$ cat config.mk
export PLATFORM = sky130hd
export DESIGN_NAME = bitset_jaccard_dot_distance_unit
export DESIGN_NICKNAME = d
export VERILOG_FILES = /design/src/bjd_pkg.sv /design/src/bjd_lane.sv /design/src/bjd_accum.sv /design/src/bjd_divider.sv /design/src/bitset_jaccard_dot_distance_unit.sv
export SDC_FILE = /design/constraint.sdc
export NUM_CORES = 1
export LEC_CHECK = 0
export BUFFER_PORTS_ARGS = -buffer_cell sky130_fd_sc_hd__buf_2
export CORE_UTILIZATION = 40
export CTS_BUF_LIST = sky130_fd_sc_hd__clkbuf_2
export DETAILED_ROUTE_END_ITERATION = 12
export GPL_ROUTABILITY_DRIVEN = 0
export PLACE_DENSITY = 0.57
export SLEW_MARGIN = 20
export SYNTH_ARGS = -nofsm -noshare
export SYNTH_HDL_FRONTEND = slang
export SYNTH_SLANG_ARGS = --single-unit
$ cat constraint.sdc
create_clock -name clock -period 10.05 [get_ports clock]
set_input_delay 0.5025 -clock clock [delete_from_list [all_inputs] [get_ports clock]]
set_output_delay 0.5025 -clock clock [all_outputs]
set_load 0.1 [all_outputs]
$ cat src/bjd_pkg.sv
// shared constants, payload types and helpers for the bitset jaccard/dot distance unit
package bjd_pkg;

   localparam int MAX_FEATURE_BITS = 65536;
   localparam int CNT_W            = $clog2(MAX_FEATURE_BITS + 1);
   localparam int WORD_W           = 64;
   localparam int LANES            = 8;
   localparam int LANE_W           = WORD_W / LANES;
   localparam int LANE_CNT_W       = $clog2(LANE_W + 1);
   localparam int SUM_W            = $clog2(WORD_W + 1);
   localparam int FRAC_W           = 16;
   localparam int Q_W              = FRAC_W + 1;
   localparam int ITER_W           = $clog2(FRAC_W);
   localparam int DIST_W           = 18;
   localparam int MAG_W            = (CNT_W > DIST_W) ? CNT_W : DIST_W;
   localparam int Q16_ONE          = 1 << FRAC_W;
   localparam int DOT_LIMIT        = 1 << (DIST_W - 1);

   localparam logic MODE_JACCARD = 1'b0;
   localparam logic MODE_DOT     = 1'b1;

   typedef struct packed {
      logic [WORD_W-1:0] word_a;
      logic [WORD_W-1:0] word_b;
      logic              last_word;
   } req_type;

   typedef struct packed {
      logic signed [DIST_W-1:0] distance;
      logic                     empty_union;
   } rsp_type;

   typedef struct packed {
      logic [LANE_CNT_W-1:0] and_cnt;
      logic [LANE_CNT_W-1:0] or_cnt;
   } lane_cnt_type;

   typedef struct packed {
      logic             start;
      logic             mode;
      logic [CNT_W-1:0] inter;
      logic [CNT_W-1:0] uni;
   } div_start_type;

   // count plus word popcount, clamped at the feature limit
   function automatic logic [CNT_W-1:0] sat_add(input logic [CNT_W-1:0] acc,
                                                input logic [SUM_W-1:0] n);
      logic [CNT_W:0] s;
      s = {1'b0, acc} + (CNT_W+1)'(n);
      if (s > (CNT_W+1)'(MAX_FEATURE_BITS)) begin
         s = (CNT_W+1)'(MAX_FEATURE_BITS);
      end
      return s[CNT_W-1:0];
   endfunction

endpackage

$ cat src/bjd_lane.sv
// one popcount lane: ones of the and and of the or of a slice of both words
module bjd_lane
   import bjd_pkg::*;
(
   input  logic [LANE_W-1:0] slice_a,
   input  logic [LANE_W-1:0] slice_b,
   output lane_cnt_type      cnt
);

   always_comb begin
      cnt = '0;
      for (int i = 0; i < LANE_W; i++) begin
         cnt.and_cnt = cnt.and_cnt + LANE_CNT_W'(slice_a[i] & slice_b[i]);
         cnt.or_cnt  = cnt.or_cnt  + LANE_CNT_W'(slice_a[i] | slice_b[i]);
      end
   end

endmodule

$ cat src/bjd_accum.sv
// merges the lane counts and keeps the saturating intersection and union counts
module bjd_accum
   import bjd_pkg::*;
(
   input  logic                     clock,
   input  logic                     reset,
   input  logic                     stage_valid,
   input  logic                     stage_last,
   input  lane_cnt_type [LANES-1:0] stage_cnt,
   input  logic                     mode,
   output div_start_type            div_start
);

   logic [CNT_W-1:0] inter_ff, inter_in;
   logic [CNT_W-1:0] uni_ff, uni_in;
   logic [SUM_W-1:0] and_sum, or_sum;
   logic [CNT_W-1:0] inter_next, uni_next;

   always_comb begin
      and_sum = '0;
      or_sum  = '0;
      for (int i = 0; i < LANES; i++) begin
         and_sum = and_sum + SUM_W'(stage_cnt[i].and_cnt);
         or_sum  = or_sum  + SUM_W'(stage_cnt[i].or_cnt);
      end
      inter_next = sat_add(inter_ff, and_sum);
      uni_next   = sat_add(uni_ff, or_sum);
   end

   always_comb begin
      inter_in        = inter_ff;
      uni_in          = uni_ff;
      div_start.start = 1'b0;
      div_start.mode  = mode;
      div_start.inter = inter_next;
      div_start.uni   = uni_next;
      if (stage_valid) begin
         if (stage_last) begin
            // hand the totals to the divider and start the next vector pair at zero
            div_start.start = 1'b1;
            inter_in        = '0;
            uni_in          = '0;
         end else begin
            inter_in = inter_next;
            uni_in   = uni_next;
         end
      end
   end

   always_ff @(posedge clock) begin
      if (reset) begin
         inter_ff <= '0;
         uni_ff   <= '0;
      end else begin
         inter_ff <= inter_in;
         uni_ff   <= uni_in;
      end
   end

endmodule

$ cat src/bjd_divider.sv
// forms the distance: restoring division for the jaccard ratio, direct negate in dot mode
module bjd_divider
   import bjd_pkg::*;
(
   input  logic          clock,
   input  logic          reset,
   input  div_start_type div_start,
   input  logic          out_free,
   output logic          res_valid,
   output rsp_type       res_data
);

   typedef enum logic [2:0] {
      ST_IDLE = 3'b001,
      ST_CALC = 3'b010,
      ST_DONE = 3'b100
   } state_type;

   state_type         state_ff, state_in;
   logic [CNT_W-1:0]  rem_ff, rem_in;
   logic [CNT_W-1:0]  uni_ff, uni_in;
   logic [Q_W-1:0]    q_ff, q_in;
   logic [ITER_W-1:0] iter_ff, iter_in;
   rsp_type           res_ff, res_in;

   logic [CNT_W:0]    shifted;
   logic              q_bit;
   logic [Q_W-1:0]    q_next;
   logic [MAG_W-1:0]  mag;

   always_comb begin
      shifted = {rem_ff, 1'b0};
      q_bit   = (shifted >= {1'b0, uni_ff});
      q_next  = {q_ff[Q_W-2:0], q_bit};
      mag     = MAG_W'(div_start.inter);
      if (mag > MAG_W'(DOT_LIMIT)) begin
         mag = MAG_W'(DOT_LIMIT);
      end
   end

   always_comb begin
      state_in = state_ff;
      rem_in   = rem_ff;
      uni_in   = uni_ff;
      q_in     = q_ff;
      iter_in  = iter_ff;
      res_in   = res_ff;
      unique case (state_ff)
         ST_IDLE: begin
            if (div_start.start) begin
               res_in.empty_union = 1'b0;
               res_in.distance    = '0;
               state_in           = ST_DONE;
               if (div_start.mode == MODE_DOT) begin
                  res_in.distance = DIST_W'(MAG_W'(0) - mag);
               end else if (div_start.uni == '0) begin
                  res_in.empty_union = 1'b1;
               end else if (div_start.inter != div_start.uni) begin
                  // intersection below union: remainder stays below the divisor
                  rem_in   = div_start.inter;
                  uni_in   = div_start.uni;
                  q_in     = '0;
                  iter_in  = '0;
                  state_in = ST_CALC;
               end
            end
         end
         ST_CALC: begin
            q_in = q_next;
            if (q_bit) begin
               rem_in = CNT_W'(shifted - {1'b0, uni_ff});
            end else begin
               rem_in = shifted[CNT_W-1:0];
            end
            iter_in = iter_ff + ITER_W'(1);
            if (iter_ff == ITER_W'(FRAC_W - 1)) begin
               res_in.distance    = DIST_W'(Q16_ONE) - DIST_W'(q_next);
               res_in.empty_union = 1'b0;
               state_in           = ST_DONE;
            end
         end
         ST_DONE: begin
            if (out_free) begin
               state_in = ST_IDLE;
            end
         end
         default: begin
            state_in = ST_IDLE;
         end
      endcase
   end

   always_ff @(posedge clock) begin
      if (reset) begin
         state_ff <= ST_IDLE;
      end else begin
         state_ff <= state_in;
      end
   end

   always_ff @(posedge clock) begin
      rem_ff  <= rem_in;
      uni_ff  <= uni_in;
      q_ff    <= q_in;
      iter_ff <= iter_in;
      res_ff  <= res_in;
   end

   assign res_valid = (state_ff == ST_DONE);
   assign res_data  = res_ff;

endmodule

$ cat src/bitset_jaccard_dot_distance_unit.sv
// top level: eight popcount lanes, count merge and accumulation, distance divider, output register
// words are taken one per cycle while req_ready is high, the lane counts registered for one stage
// after a last word req_ready stays low while the distance forms (directly in dot mode, for an
// empty union or equal counts, else by the 16-step restoring divider) and while rsp is stalled;
// rsp_valid rises with req_ready and the next vector pair may stream while the result waits
// synchronous reset clears counts, the mode (to jaccard) and all valid flags
module bitset_jaccard_dot_distance_unit
   import bjd_pkg::*;
(
   input  logic    clock,
   input  logic    reset,
   input  logic    req_valid,
   output logic    req_ready,
   input  req_type req_data,
   output logic    rsp_valid,
   input  logic    rsp_ready,
   output rsp_type rsp_data,
   input  logic    csr_valid,
   output logic    csr_ready,
   input  logic    csr_data
);

   logic                     mode_ff, mode_in;
   logic                     hold_ff, hold_in;
   logic                     stage_valid_ff, stage_valid_in;
   logic                     stage_last_ff;
   lane_cnt_type [LANES-1:0] stage_cnt_ff;
   lane_cnt_type [LANES-1:0] lane_cnt;
   logic                     rsp_valid_ff, rsp_valid_in;
   rsp_type                  rsp_data_ff;
   logic                     req_fire;
   logic                     out_free;
   logic                     handoff;
   logic                     div_valid;
   rsp_type                  div_data;
   div_start_type            div_start;

   assign csr_ready = 1'b1;
   assign req_ready = ~hold_ff;
   assign req_fire  = req_valid & req_ready;
   assign out_free  = ~rsp_valid_ff | rsp_ready;
   assign handoff   = div_valid & out_free;

   for (genvar i = 0; i < LANES; i++) begin : g_lane
      bjd_lane u_lane (
         .slice_a (req_data.word_a[i*LANE_W +: LANE_W]),
         .slice_b (req_data.word_b[i*LANE_W +: LANE_W]),
         .cnt     (lane_cnt[i])
      );
   end

   bjd_accum u_accum (
      .clock       (clock),
      .reset       (reset),
      .stage_valid (stage_valid_ff),
      .stage_last  (stage_last_ff),
      .stage_cnt   (stage_cnt_ff),
      .mode        (mode_ff),
      .div_start   (div_start)
   );

   bjd_divider u_divider (
      .clock     (clock),
      .reset     (reset),
      .div_start (div_start),
      .out_free  (out_free),
      .res_valid (div_valid),
      .res_data  (div_data)
   );

   always_comb begin
      mode_in        = csr_valid ? csr_data : mode_ff;
      stage_valid_in = req_fire;
      // no new words once a last word is in, until its result moves to the output
      priority if (req_fire && req_data.last_word) begin
         hold_in = 1'b1;
      end else if (handoff) begin
         hold_in = 1'b0;
      end else begin
         hold_in = hold_ff;
      end
      if (handoff) begin
         rsp_valid_in = 1'b1;
      end else if (rsp_ready) begin
         rsp_valid_in = 1'b0;
      end else begin
         rsp_valid_in = rsp_valid_ff;
      end
   end

   always_ff @(posedge clock) begin
      if (reset) begin
         mode_ff        <= MODE_JACCARD;
         hold_ff        <= 1'b0;
         stage_valid_ff <= 1'b0;
         rsp_valid_ff   <= 1'b0;
      end else begin
         mode_ff        <= mode_in;
         hold_ff        <= hold_in;
         stage_valid_ff <= stage_valid_in;
         rsp_valid_ff   <= rsp_valid_in;
      end
   end

   always_ff @(posedge clock) begin
      if (req_fire) begin
         stage_cnt_ff  <= lane_cnt;
         stage_last_ff <= req_data.last_word;
      end
      if (handoff) begin
         rsp_data_ff <= div_data;
      end
   end

   assign rsp_valid = rsp_valid_ff;
   assign rsp_data  = rsp_data_ff;

endmodule

Word-level counts from Yosys, hierarchy flattened
Cells that the tools add are included.
{"block": "word_totals", "register_bits": 198, "inputBits": 135, "output_inout_bits": 22, "word_cells": 363}
{"block": "op_classes", "n_addsub": 132, "order_cmp": 4, "eq_ne": 11, "muxes": 40, "bitwise": 135, "reduce_logical": 9}
{"cell": "$add 4x4->4", "n": 112}
{"cell": "$mux 17", "n": 9}
{"cell": "$add 7x4->7", "n": 12}
{"cell": "$and 1x1->1", "n": 66}
{"cell": "$or 1x1->1", "n": 65}
{"cell": "$mux 16", "n": 4}
{"cell": "$mux 19", "n": 2}
{"cell": "$pmux 19 s2", "n": 1}
{"cell": "$add 17x7->18", "n": 2}
{"cell": "$gt 18x17->1 const B", "n": 2}
{"cell": "$mux 18", "n": 2}
{"cell": "$pmux 17 s2", "n": 1}
{"cell": "$pmux 16 s2", "n": 1}
{"cell": "$ge 18x17->1", "n": 1}
{"cell": "$gt 17x18->1 const B", "n": 1}
{"cell": "$mux 3", "n": 6}
{"cell": "$sub 1x18->18 const A", "n": 1}
{"cell": "$sub 17x17->18 const A", "n": 1}
{"cell": "$logic_not 17->1", "n": 1}
{"cell": "$ne 17x17->1", "n": 1}
{"cell": "$sub 17x17->17", "n": 1}
{"cell": "$mux 4", "n": 4}
{"cell": "$add 4x4->5", "n": 2}
{"cell": "$reduce_and 5->1", "n": 2}
{"cell": "other kinds (14)", "n": 31}

Depth between registers and ports, before layout
{"block": "depth", "depth_word": 16, "mapped_depth": 32, "mapped_depth_nobuf": 29}

Modules after synthesis
A second synthesis with hierarchy kept.
{"block": "unflattened", "cells_unflattened": 1511, "area_unflattened_um2": 15243.4}
{"module": "bjd_divider", "n_inst": 1, "cells_each": 504, "area_per_inst_um2": 4892.2, "seq_area_each_um2": 2252.2}
{"module": "bjd_accum", "n_inst": 1, "cells_each": 514, "area_per_inst_um2": 4395.5, "seq_area_each_um2": 680.7}
{"module": "bjd_lane at g_lane[0].u_lane ...", "n_inst": 7, "cells_each": 49, "area_per_inst_um2": 406.6, "seq_area_each_um2": 0.0}
{"module": "bitset_jaccard_dot_distance_unit", "n_inst": 1, "cells_each": 101, "area_per_inst_um2": 2695.1, "seq_area_each_um2": 2602.5}
{"module": "bjd_lane at g_lane[7].u_lane", "n_inst": 1, "cells_each": 49, "area_per_inst_um2": 414.1, "seq_area_each_um2": 0.0}

Worst setup path before layout
Ideal clock, no wire load.
{"block": "synth_path", "kind": "reg-to-reg", "start": "register stage_cnt_ff[4] in the netlist's numbering", "end": "register u_divider.iter_ff[0] (enable)", "setup_ps": 431, "t_arrival_ps": 7728, "required_time_ps": 9619, "slack_ps": 1891, "path_stages_with_launch": 29, "n_path_buf": 1, "synth_period_minus_slack_ps": 8159, "path_cell_list": "edfxtp_1 > ha_1 > fa_1 > xor2_1 > fa_1 > inv_1 > fa_1 > fa_1 > inv_1 > fa_1 > ha_1 > a21o_1 > a21oi_1 > o21bai_1 > a21oi_1 > xnor2_1 > ha_1 > buf_6 > a211o_4 > a211oi_4 > o211ai_4 > nor4b_4 > nand4_1 > o21a_1 > or3_1 > a221oi_2 > o2111ai_1 > and3_4 > or2_1"}
{"block": "synth_between", "elab_chain_len": 13}
{"element": "start, declared", "line": "bitset_jaccard_dot_distance_unit.sv:27", "text": "lane_cnt_type [LANES-1:0] stage_cnt_ff;"}
{"element": "start signal, assigned", "line": "bitset_jaccard_dot_distance_unit.sv:107", "text": "stage_cnt_ff <= lane_cnt;"}
{"element": "$add 4x4->5 *", "line": "bjd_accum.sv:23", "text": "and_sum = and_sum + SUM_W'(stage_cnt[i].and_cnt);"}
{"element": "$add 7x4->7 * (6 in series)", "line": "bjd_accum.sv:23"}
{"element": "$add 17x7->18 *", "line": "bjd_pkg.sv:49", "text": "s = {1'b0, acc} + (CNT_W+1)'(n);"}
{"element": "$gt 18x17->1", "line": "bjd_pkg.sv:50", "text": "if (s > (CNT_W+1)'(MAX_FEATURE_BITS)) begin"}
{"element": "$mux 17 *", "line": "bjd_pkg.sv:50"}
{"element": "$ne 17x17->1 *", "line": "bjd_divider.sv:58", "text": "end else if (div_start.inter != div_start.uni) begin"}
{"element": "$ne 2x1->1 (no source line) *"}
{"element": "$reduce_and 5->1 (no source line) *"}
{"element": "end signal, assigned", "line": "bjd_divider.sv:105", "text": "iter_ff <= iter_in;"}
{"element": "end, declared", "line": "bjd_divider.sv:23", "text": "logic [ITER_W-1:0] iter_ff, iter_in;"}
Every way passes the cells marked *; elsewhere a longest branch is shown, timed or not.
A chain may end at the register's enable or synchronous reset.

Final worst setup path
{"block": "layout_path", "start": "register stage_cnt_ff[4] in the netlist's numbering", "end": "register u_divider.q_ff[8] (enable)"}
{"block": "layout_between", "elab_chain_len": 13}
{"element": "$add 4x4->5 *", "line": "bjd_accum.sv:23"}
{"element": "$add 7x4->7 * (6 in series)", "line": "bjd_accum.sv:23"}
{"element": "$add 17x7->18 *", "line": "bjd_pkg.sv:49"}
{"element": "$gt 18x17->1", "line": "bjd_pkg.sv:50"}
{"element": "$mux 17 *", "line": "bjd_pkg.sv:50"}
{"element": "$ne 17x17->1 *", "line": "bjd_divider.sv:58"}
{"element": "$ne 2x1->1 (no source line) *"}
{"element": "$reduce_and 5->1 (no source line) *"}
{"element": "end signal, assigned", "line": "bjd_divider.sv:104", "text": "q_ff <= q_in;"}
{"element": "end, declared", "line": "bjd_divider.sv:22", "text": "logic [Q_W-1:0] q_ff, q_in;"}
Marks and branches as above.

==> results by group <==
Routing
  – Post-Route WL: 35,760 µm
  – Wire length on met3: 1481 µm
  – Initial DRT Pass Iterations: 6
  – Initial drt markers: 726
  – Metal1 wirelength: 15,890 µm
  – DR WL/cell: 16.01 µm
  – Vias post-DR: 11,430
  – Met2 WL: 17,640 µm
  – ANT nets after route: 0
  – DRC viols: 0
  – Highest metal used: met4
  – Vias per inst: 5.120

Synth
  – Largest cells by area after synthesis: edfxtp_1 31%, fa_1 14%, ha_1 9.1%, dfxtp_1 5.3%, inv_1 4.6%
  – Post-synth EDFFs: 157
  – Seq/Total Area, Yosys: 0.3593
  – Warnings from Yosys: 0
  – Synthesis-stage register bit count: 198
  – Syn nets: 1,901
  – Synth top area share: 0.3060
  – Synth Flop Type: edfxtp_1
  – Async S/R FF share, synth: 0
  – Mean post-synth cell area: 9.947 µm²
  – Mapped Cells: 1,549
  – Netlist cell types: 84
  – Mapped cell area: 15,410 µm²
  – Most area-hungry cell type in the Yosys netlist: edfxtp_1

Finish
  – Share of cells above drive strength 1: 0.1633
  – Nets@finish: 2,060
  – Area growth from synthesis to layout: 12.02%
  – Finished Cell Area: 17,260 µm²
  – Multi-input logic area: 8984 µm²
  – Fillers: 3,609
  – Cell Count, Final, Fillers Out: 2,233
  – Reg area: 5535 µm²

Worst setup path
  – Crit Path Max Fanout: 37
  – CP startpoint kind: flop
  – Slowest cell on the critical path: o21ai_2
  – Crit path DAT: 9.48 ns
  – WP buf/inv: 3
  – Req. time, crit path: 10.64 ns
  – CP dominant cell by count: fa_1
  – CP endpoint kind: flop
  – Delay-heaviest family, CP: adder cells
  – Critical Path Max Stage Delay: 0.65 ns
  – CP Class: flop to flop

Global routing
  – Vias in the first global route: 11,380
  – Global-route wire length before repair: 58,150 µm
  – Largest net degree at the start of global routing: 68
  – Overall global routing resource usage: 0.1894
  – Total gr overflow: 0
  – Initial antenna violation count: 1

STA
  – Worst-margin pin slew: 1.165 ns
  – Final setup violation count: 0
  – Final setup TNS: 0 ns
  – Crit share post-route: 0.8844
  – RSZ-0062 raised after global routing: false
  – Minimum clock period: 8.888 ns
  – Clk_skew: 0.06188 ns
  – Max-slew violation count: 0
  – Worst Hold Margin: 0.1252 ns
  – Final hold violation count: 0
  – Relative slew slack: 0.2171
  – Fmax: 112.5 MHz

Clock tree
  – Clock Latency Late Sink: 0.87 ns
  – Worst-path clk slew: 0.31 ns
  – Clock root buffer master: clkbuf_2
  – Num CTS Buffers: 17
  – CTS max path bufs: 2
  – H-Tree Depth: 4
  – CTS tree: yes
  – Post_cts resized: 0
  – Clk sinks: 198

Placed design
  – Port Buffer Count: 155
  – Final HPWL from detailed placement: 28,340 µm
  – Dpl cells: 2,175
  – Placed cell area: 16,710 µm²

Die
  – Num rows: 71
  – Die Wd: 198.3 µm
  – Core area: 37,760 µm²
  – # IOs: 157
  – Full die area: 39,310 µm²
  – Initial Util: 0.4081
  – Chip Height: 198.3 µm

Outcome
  – Status: complete, no violations

Worst hold path
  – HP Class: primary input to flop

Job
  – Max cap viols: 0
==> through the flow <==
stage	utilization	worst slack, ns
after global routing	0.4571	0.7084
after floorplan	-	1.891
after global placement	0.4427	1.133
final	0.4571	1.162
after detailed placement	0.4427	0.8419
after CTS	0.4570	0.8346
==> logic make-up (layout without fill, tap and decap cells) <==
kind of cell    Yosys count  in the layout  share of synthesized area
compound gates          278            278                     0.1205
xor+xnor                 98             98                    0.05571
fa+ha+maj               217            217                     0.2274
buf+inv                 238            410                    0.05904
flops                   198            198                     0.3593
mux                      10             10                   0.006578
other cells               1              2                  0.0002434
simple gates            509            509                     0.1713
==> metal layers <==
layer	up-vias	global-route usage
li1	5653	-
met1	5407	0.2495
met2	334	0.3214
met3	38	0.02368
met4	0	0.06173
met5	-	0
==> path summary, 6_finish.rpt <==
kind | startpoint | end | slack [ns] | depth (start not counted)
worst max-delay path | stage_cnt_ff[4] | u_divider.q_ff[8] | 1.16 | 28
worst min-delay path | req_data[118] | stage_cnt_ff[48] | 0.13 | 3
worst max register to register | stage_cnt_ff[4] | u_divider.q_ff[8] | 1.16 | 28
worst min register to register | u_divider.res_data[18] | rsp_data[18] | 0.45 | 0
==> Yosys cell counts (28+ instances only) <==
| master | count |
|---|---|
| dfxtp_1 | 41 |
| clkbuf_1 | 42 |
| nor2b_1 | 31 |
| nor2_1 | 113 |
| nand3_1 | 40 |
| xnor2_1 | 62 |
| ha_1 | 112 |
| nor3_1 | 28 |
| xor2_1 | 36 |
| a21oi_1 | 76 |
| or2_2 | 60 |
| fa_1 | 105 |
| edfxtp_1 | 157 |
| and2_1 | 59 |
| inv_1 | 187 |
| nand2_1 | 103 |
| o21ai_0 | 50 |
==> worst min-delay path, cell delays in order <==
cell and delay [ns]:
buf_2 0.08, or2_2 0.09, ha_1 0.17
==> registers in the layout, summed over array words and instances, names as in the netlist, 4 cells and up <==
signal,flops
stage_cnt_ff,64
rsp_data,19
u_divider.rem_ff,17
u_accum.uni_ff,17
u_divider.iter_ff,4
u_divider.q_ff,16
u_divider.uni_ff,17
u_divider.res_data,19
u_accum.inter_ff,17
==> what timing repair did <==
action | in CTS | in global routing
setup buffers | 0 | 0
hold endpoints to repair | 18 | 0
hold buffers | 25 | 0
==> placed cells by master (no fill, tap or decap), types with 25 or more instances in the layout <==
cell / Yosys / layout
fa_1: 105 / 105
inv_1: 187 / 187
nand3_1: 40 / 40
ha_1: 112 / 112
nor3_1: 28 / 28
a21oi_1: 76 / 76
o21ai_0: 50 / 49
dfxtp_1: 41 / 41
nor2_1: 113 / 111
or2_2: 60 / 60
buf_2: 4 / 155
nor2b_1: 31 / 30
nand2_1: 103 / 103
xor2_1: 36 / 36
xnor2_1: 62 / 62
and2_1: 59 / 59
dlygate4sd3_1: 0 / 25
edfxtp_1: 157 / 157
==> area by class of cell <==
class | instances | area share
Multi-Input combinational cell | 1113 | 0.5205
Sequential cell | 198 | 0.3207
Timing Repair Buffer | 191 | 0.06423
Inverter | 187 | 0.04067
Tap cell | 511 | 0.03704
Clock inverter | 15 | 0.01174
Clock buffer | 17 | 0.004930
Antenna cell | 1 | 0.0001450
Power is not shown: default switching activity piles up to over one toggle a cycle in this logic, so the estimate is an artifact.
